==> src/design/spq_pkg.sv <==
`default_nettype none

package spq_pkg;

  localparam int unsigned DEPTH_DEFAULT = 16;
  localparam int unsigned ADDR_W        = 48;
  localparam int unsigned TYPE_W        = 8;
  localparam int unsigned PRIO_W        = 64;
  localparam int unsigned COUNT_OUT_W   = 5;

  localparam logic FUNC_INSERT = 1'b0;
  localparam logic FUNC_REMOVE = 1'b1;

  typedef struct packed {
    logic [ADDR_W-1:0]        addr;
    logic [TYPE_W-1:0]        atype;
    logic signed [PRIO_W-1:0] prio;
  } entry_t;

  typedef struct packed {
    logic   ins;
    logic   rem;
    entry_t new_entry;
  } ctrl_t;

endpackage

`default_nettype wire

==> src/design/spq_cell.sv <==
`default_nettype none

module spq_cell (
  input  wire logic           clk,
  input  wire spq_pkg::ctrl_t ctrl,
  input  wire logic           occupied,
  input  wire logic           left_keep,
  input  wire spq_pkg::entry_t left_entry,
  input  wire spq_pkg::entry_t right_entry,
  output spq_pkg::entry_t     entry,
  output logic                keep
);

  spq_pkg::entry_t entry_r;
  spq_pkg::entry_t entry_nxt;

  assign keep  = occupied && ($signed(entry_r.prio) >= $signed(ctrl.new_entry.prio));
  assign entry = entry_r;

  always_comb begin
    entry_nxt = entry_r;
    priority if (ctrl.ins) begin
      if (keep) begin
        entry_nxt = entry_r;
      end else if (left_keep) begin
        entry_nxt = ctrl.new_entry;
      end else begin
        entry_nxt = left_entry;
      end
    end else if (ctrl.rem) begin
      entry_nxt = right_entry;
    end else begin
      entry_nxt = entry_r;
    end
  end

  always_ff @(posedge clk) begin
    entry_r <= entry_nxt;
  end

endmodule

`default_nettype wire

==> config.mk <==
export PLATFORM = sky130hd
export DESIGN_NAME = spq_cell
export DESIGN_NICKNAME = d
export VERILOG_FILES = /design/src/design/spq_pkg.sv /design/src/design/spq_cell.sv
export SDC_FILE = /design/constraint.sdc
export NUM_CORES = 1
export LEC_CHECK = 0
export ABC_CLOCK_PERIOD_IN_PS = 11400
export BUFFER_PORTS_ARGS = -buffer_cell sky130_fd_sc_hd__clkbuf_2
export CORE_AREA = 5 5 185 187
export CTS_CLUSTER_SIZE = 8
export DETAILED_ROUTE_END_ITERATION = 12
export DIE_AREA = 0 0 190 192
export PLACE_DENSITY_LB_ADDON = 0.12
export SLEW_MARGIN = 20
export SYNTH_ARGS = -nofsm -noshare
export SYNTH_HDL_FRONTEND = slang
export SYNTH_SLANG_ARGS = --single-unit
==> constraint.sdc <==
create_clock -name clk -period 11.4 [get_ports clk]
set_clock_uncertainty 0.15 [all_clocks]
set_input_delay 1.71 -clock clk [delete_from_list [all_inputs] [get_ports clk]]
set_output_delay 1.71 -clock clk [all_outputs]
set_load 0.02 [all_outputs]
* After elaboration in Yosys (flattened, before gate mapping)
Cells that the tools add are included.
** Storage, ports and cells
- Register bits after elaboration :: 120
- Bits of input ports :: 365
- Output and inout port bits :: 121
- Word-level logic and storage cells :: 12
** Cells by class
- Magnitude comparators :: 1
- Equal/unequal tests :: 1
- Multiplexer cells :: 4
- Reductions and logical operators :: 3
** Operator list (count)
- 2-to-1 mux 120 bit :: 4
- greater-or-equal comparator 64 bit :: 1
- inequality test 2 bit, second input constant :: 1
- AND reduction 2 bit :: 1
- nonzero test 2 bit :: 1
- logical AND 1 bit :: 1

* Depth between registers and ports, before layout
Gate-level depths: netlist of the first run.
- Depth in word-level cells :: 4
- Depth in mapped cells :: 10
- Depth with buffers taken out :: 10

* Worst setup path before layout of the first run
Ideal clock, no wire load.
- Kind :: input -> register
- Start point :: input port ctrl[63] (netlist name)
- End point :: register entry_r, in the netlist entry[0], enable pin
- Library setup time :: 0.491 ns
- Arrival :: 5.952 ns
- Data required time :: 10.759 ns
- Slack :: 4.807 ns
- Stages :: 10
- Path buffers :: 0
- Cells stage by stage :: inv_1 > ha_1 > nand4_2 > nor4_2 > and3_1 > nand4_1 > a31oi_1 > nor3_1 > xnor2_1 > a31o_1
** On the way
- Longest elaborated chain between the ends :: 4
** Ends and longest elaborated chain
- from (decl) :: RTL line spq_cell.sv:5 : input wire spq_pkg::ctrl_t ctrl,
- greater-or-equal comparator 64 bit :: RTL line spq_cell.sv:17 : assign keep = occupied && ($signed(entry_r.prio) >= $signed(ctrl.new_entry.prio));
- logical AND 1 bit :: RTL line spq_cell.sv:17
- inequality test 2 bit (no line)
- AND reduction 2 bit (no line)
- to (signal assigned) :: RTL line spq_cell.sv:38 : entry_r <= entry_nxt;
- to (decl) :: RTL line spq_cell.sv:14 : spq_pkg::entry_t entry_r;
No other way between the ends.
A chain may end at the register's enable or synchronous reset.

* Worst setup path after layout of the first run
- Start point :: input port ctrl[63] (netlist name)
- End point :: output port keep
** On the way
- Longest elaborated chain between the ends :: 2
** Ends and longest elaborated chain
- greater-or-equal comparator 64 bit :: RTL line spq_cell.sv:17
- logical AND 1 bit :: RTL line spq_cell.sv:17
- to (decl) :: RTL line spq_cell.sv:11 : output logic keep
No other way between the ends.

==> out/results.ini, run 1 <==
[setup_path]
cp_cell_sequence=clkbuf_2 > inv_1 > ha_1 > nand4_2 > nor4_2 > and3_1 > nand4_1 > or4_4 > a21boi_1 > clkbuf_2
crit_top_cell=clkbuf_2
startpoint_type=input pin
cp.arrival_ps=4010
crit_fanout=3
max_stage_delay_ps=530
required_ps=9540
path_class=input pin to output port
worstSetupEndpointType=output port
slowest_stage=or4_4
critical-path-top-delay-family=simple AND/OR/NAND/NOR gates
worst-path-buf-inv=3

[sta]
maxClockFrequency_ghz=0.1702
max_slew.worst_pin.slew_ps=985.9
max_slew_margin_pct=34.28
report.final.hold_viol_count=0
post-route-period-util_pct=51.53
min_period_ps=5874
slew_viol_final=0
rsz0062_at_grt=no
tns_ps=0
setup_viol=0

[synth]
async_flop_share_pct=0
ys_seq_area_share_pct=46.85
ys.warnings.count=0
synth_edf_count=120
yosysUniqueCellTypes=35
synth_flop_cell=edfxtp_1
avgSynthCellArea_um2=10.17
ys_ff_latch=120
syn_inst=756
syn_nets=1185
netlist_area_um2=7691

[clock_network]
holdBufCountCts=0
cts_resized=0
cts_tree=built
cts_buffers=17
clk-insertion-delay-late_ps=410
clkTransAtPathRegs_ps=70
clock-root-buffer=clkbuf_16
h-tree-depth=4
clockBufferDepth=2
cts_sinks=120
cts_setup_buffers=0

[pwr]
vdd_drop_max_mv=0.08822
power.density_nw_per_um2=139.9
pwr-share-clk_pct=34.5
switching_share_pct=32.41
total_leakage_power_nw=5.643
p_int_w=0.001053
p_sw_w=0.0005049
power_frac_comb_pct=27.2
pwr-share-seq_pct=38.3

[grt]
grt_pass1_vias=7447
antenna_found_initial=2
grtUsageTotal_pct=15.34
grt_first_pass_wirelength_um=42620
grt_overflow_total=0
grt_max_degree=95

[place]
placed_area_um2=10550
hpwl_um=24120
portBuffers=485
place.gp.congestion=0.7912

[layout]
final_cell_mix=483 x clkbuf_2, 149 x a21oi_1, 126 x nor2_1
drive_above_1_share_pct=42.64
nets=1652
areaGrowthSynthToFinish_pct=44.77
fillerInstances=3440
stdcell_area_um2=11130
largest_reg_flops=120
layout_commonest_cell=clkbuf_2

[job]
max_cap_violations=0

[floorplanning]
fp.dieW_um=190
dieArea_um2=36480
start_util_pct=23.82
num_rows=66
die_h_um=192
fp.coreArea_um2=32290
ios=486

[routing]
finalWirelength_um=29220
via_per_inst=4.239
drtIter0Drc=240
postRouteAntennaNets=0
wl_per_cell_um=17.40
route.detailed.drc=0
vias=7117
firstDrtPassIters=6

[run_status]
status=finished clean

[hold_path]
worstHoldPathType=register to register

## final timing paths
path	endpoint	from	slack, ps	cells after the start
worst max-delay path	keep	ctrl[63]	5530	10
worst min-delay path	entry[62]$_DFFE_PP_	entry[63]$_DFFE_PP_	1280	3
worst max register to register	entry[70]$_DFFE_PP_	entry[63]$_DFFE_PP_	7000	10
worst min register to register	entry[62]$_DFFE_PP_	entry[63]$_DFFE_PP_	1280	3
## tightest hold or removal path, stage by stage, from the launching register on
cell and delay [ps]:
edfxtp_1 370, ha_1 210, xnor2_1 130, a31o_4 460
## metal layers
layer	vias to the layer above	part of all wire (%)	wire length (µm)	track usage (%)
met1	3157	38	10990	16.41
met4	2	0.92	269	3.172
met5	-	0.044	13	0
li1	3680	-	-	-
met2	263	53	15500	29.03
met3	15	8.4	2442	5.471
## power groups by stage
stage / Clock [W] / Combinational [W] / Sequential (W)
floorplan: 0 / 0.000164 / 0.000686
global placement: 0 / 0.000436 / 0.000606
detailed placement: 0 / 0.000434 / 0.000608
CTS: 0.000558 / 0.000436 / 0.000599
global route: 0.000579 / 0.000472 / 0.000605
finish: 0.000537 / 0.000424 / 0.000597
## area by class of cell
type / instances / area (µm²) / area share, %
well taps: 442 / 553.0 / 4.967
repair buffers: 489 / 2470 / 22.18
multi-input cells: 530 / 3684 / 33.08
clock inverters: 15 / 152.6 / 1.371
clock buffers: 17 / 425.4 / 3.821
flip-flops and latches: 120 / 3603 / 32.36
inverters: 65 / 244.0 / 2.191
diodes: 1 / 2.502 / 0.02247
## Yosys cell counts, drive strengths merged (2+ instances only)
library cell,n,area share (%)
nor3,3,0.20
ha,64,10
edfxtp,120,47
nor2,126,6.1
a21boi,2,0.20
nor4,2,0.44
nand3,8,0.52
buf,14,0.88
and3,2,0.16
mux2i,120,16
inv,65,3.2
clkbuf,27,1.3
nand4,13,1.2
a21oi,149,9.7
o21a,2,0.20
nand2,15,0.73
a21o,4,0.39
o21ai,8,0.52
## through the flow
step,hold WS (ps),setup slack [ps],power (W),utilization [%],cells
after detailed placement,1307,5458,0.001042,32.69,1646
after global placement,1289,5454,0.001042,32.69,1646
after global routing,1376,5362,0.001656,34.48,1679
final,1277,5526,0.001558,34.48,1679
after CTS,1323,5472,0.001592,34.48,1678
after floorplan,1786,4807,0.0008499,-,756
## cell families (layout without fill, tap and decap cells)
group           count (synthesis)  after routing  share of synthesized area (%)
compound gates                173            173                          11.91
simple gates                  172            172                          9.728
mux                           120            120                          15.62
flops                         120            120                          46.85
buf+inv                       106            586                          5.368
fa+ha+maj                      64             64                          10.41
xor+xnor                        1              1                         0.1139
other cells                     0              1                              0
(Power assumes the default switching activity.)
==> run 2: changes to the inputs <==
ABC_CLOCK_PERIOD_IN_PS = 4800   (was 11400)
CORE_AREA = 5 5 184 186   (was 5 5 185 187)
DIE_AREA = 0 0 189 191   (was 0 0 190 192)
clock period = 4.8 ns   (was 11.4 ns; I/O delays follow)
==> run 2 against run 1 <==
  * Core utilization rose by 0.17 points
  * Die area fell by 1.0%
  * Wire length decreased by 3.8%
  * Worst setup slack worse by 4600 ps
  * Register-to-register slack lost 5500 ps
  * Sequential share of layout area barely moved
  * Critical path type unchanged
  * Largest cell class unchanged
  * Highest routed layer is now met4
==> out/results.ini, run 2 (synthesized netlist as in run 1, its figures left out) <==
[layout]
final_cell_mix=483 x clkbuf_2, 149 x a21oi_1, 126 x nor2_1  ; unchanged
nets=1654  ; was 1652
areaGrowthSynthToFinish_pct=44.75  ; was 44.77%
largest_reg_flops=120  ; unchanged
drive_above_1_share_pct=42.76  ; was 42.64%
layout_commonest_cell=clkbuf_2  ; unchanged
fillerInstances=3374  ; was 3440

[clock_network]
holdBufCountCts=0  ; unchanged
h-tree-depth=4  ; unchanged
cts_sinks=120  ; unchanged
clock-root-buffer=clkbuf_16  ; unchanged
clkTransAtPathRegs_ps=70  ; about the same
cts_tree=built  ; unchanged
cts_resized=0  ; unchanged
cts_setup_buffers=0  ; unchanged
clockBufferDepth=2  ; unchanged
clk-insertion-delay-late_ps=410  ; about the same
cts_buffers=17  ; unchanged

[routing]
wl_per_cell_um=17.07  ; was 17.40 µm
firstDrtPassIters=4  ; was 6
drtIter0Drc=173  ; was 240
postRouteAntennaNets=0  ; unchanged
finalWirelength_um=28100  ; was 29220 µm
route.detailed.drc=0  ; unchanged
via_per_inst=4.341  ; was 4.239
vias=7146  ; was 7117

[sta]
max_slew_margin_pct=46.96  ; was 34.28%
report.final.hold_viol_count=0  ; unchanged
maxClockFrequency_ghz=0.2585
slew_viol_final=0  ; unchanged
setup_viol=0  ; unchanged
tns_ps=0  ; unchanged
min_period_ps=3869
rsz0062_at_grt=no  ; unchanged
max_slew.worst_pin.slew_ps=795.6  ; was 985.9 ps
post-route-period-util_pct=80.59

[pwr]
total_leakage_power_nw=5.666  ; was 5.643 nW
total_power_w=0.003677  ; was 0.001558 W
power.density_nw_per_um2=330.3  ; was 139.9 nW/µm²
vdd_drop_max_mv=0.2162  ; was 0.08822 mV

[floorplanning]
fp.coreArea_um2=32120  ; was 32290 µm²
num_rows=66  ; unchanged
dieArea_um2=36100  ; was 36480 µm²
die_h_um=191  ; was 192 µm
start_util_pct=23.94  ; was 23.82%
ios=486  ; unchanged
fp.dieW_um=189  ; was 190 µm

[grt]
antenna_found_initial=1  ; was 2
grt_max_degree=87  ; was 95
grt_first_pass_wirelength_um=41570  ; was 42620 µm
grtUsageTotal_pct=14.91  ; was 15.34%
grt_pass1_vias=7465  ; was 7447
grt_overflow_total=0  ; unchanged

[place]
place.gp.congestion=0.7899  ; was 0.7912
hpwl_um=23410  ; was 24120 µm
portBuffers=485  ; unchanged

[job]
max_cap_violations=0  ; unchanged

[setup_path]
cp.arrival_ps=3000  ; was 4010 ps
required_ps=3930  ; was 9540 ps
startpoint_type=input pin  ; unchanged
crit_fanout=3  ; unchanged
path_class=input pin to output port  ; unchanged
worstSetupEndpointType=output port  ; unchanged

[hold_path]
worstHoldPathType=input pin to register  ; was register to register

[run_status]
status=finished clean  ; unchanged

run 2: per-layer routing:
layer | up-vias | wire [µm] | GRT usage, %
met1 | 3150 | 10640 | 16.29
met3 | 22 | 2143 | 4.638
met5 | - | 0 | 0
met2 | 286 | 14820 | 27.64
met4 | 0 | 495 | 4.540
li1 | 3688 | - | -
run 2: metrics by stage:
stage / hold slack, ps / instance area (µm²) / util (%) / instances / setup WS, ps
3_5_place_dp: 895.8 / 10560 / 32.89 / 1614 / 894.1
3_3_place_gp: 893.2 / 10560 / 32.89 / 1614 / 916.6
4_1_cts: 445.5 / 11130 / 34.65 / 1645 / 880.0
2_1_floorplan: 795.6 / 7691 / - / 756 / 359.1
6_report: 470.5 / 11130 / 34.66 / 1646 / 931.5
5_1_grt: 464.0 / 11130 / 34.66 / 1646 / 789.9
run 2: cell type report:
type                            count  area, µm²  area share [%]
Tap cell                          408      510.5           4.585
Inverter                           65      244.0           2.191
Clock buffer                       17      425.4           3.821
Sequential cell                   120       3603           32.37
Multi-Input combinational cell    530       3684           33.09
Timing Repair Buffer              491       2522           22.66
Clock inverter                     14      141.4           1.270
Antenna cell                        1      2.502         0.02248
run 2: where the power goes:
group | switching (W) | internal (W)
clock network | 0.000524 | 0.000725
logic | 0.000622 | 0.000392
registers | 0.0000642 | 0.00135
total | 0.00121 | 0.00247
run 2: worst max-delay path, stage by stage:
cell and delay (ps):
clkbuf_2 100, inv_1 40, ha_1 360, nand4_2 160
nor4_2 310, and3_1 260, nand4_1 150, or4_4 520
a21boi_1 160, clkbuf_2 210
run 2: worst paths after layout:
| kind | start | endpoint | slack [ps] | cells past startpoint |
|---|---|---|---|---|
| setup / recovery | ctrl[63] | keep | 930 | 10 |
| hold / removal | right_entry[82] | entry[82]$_DFFE_PP_ | 470 | 3 |
| setup reg to reg | entry[63]$_DFFE_PP_ | entry[109]$_DFFE_PP_ | 1490 | 10 |
| hold reg to reg | entry[63]$_DFFE_PP_ | entry[0]$_DFFE_PP_ | 1030 | 3 |
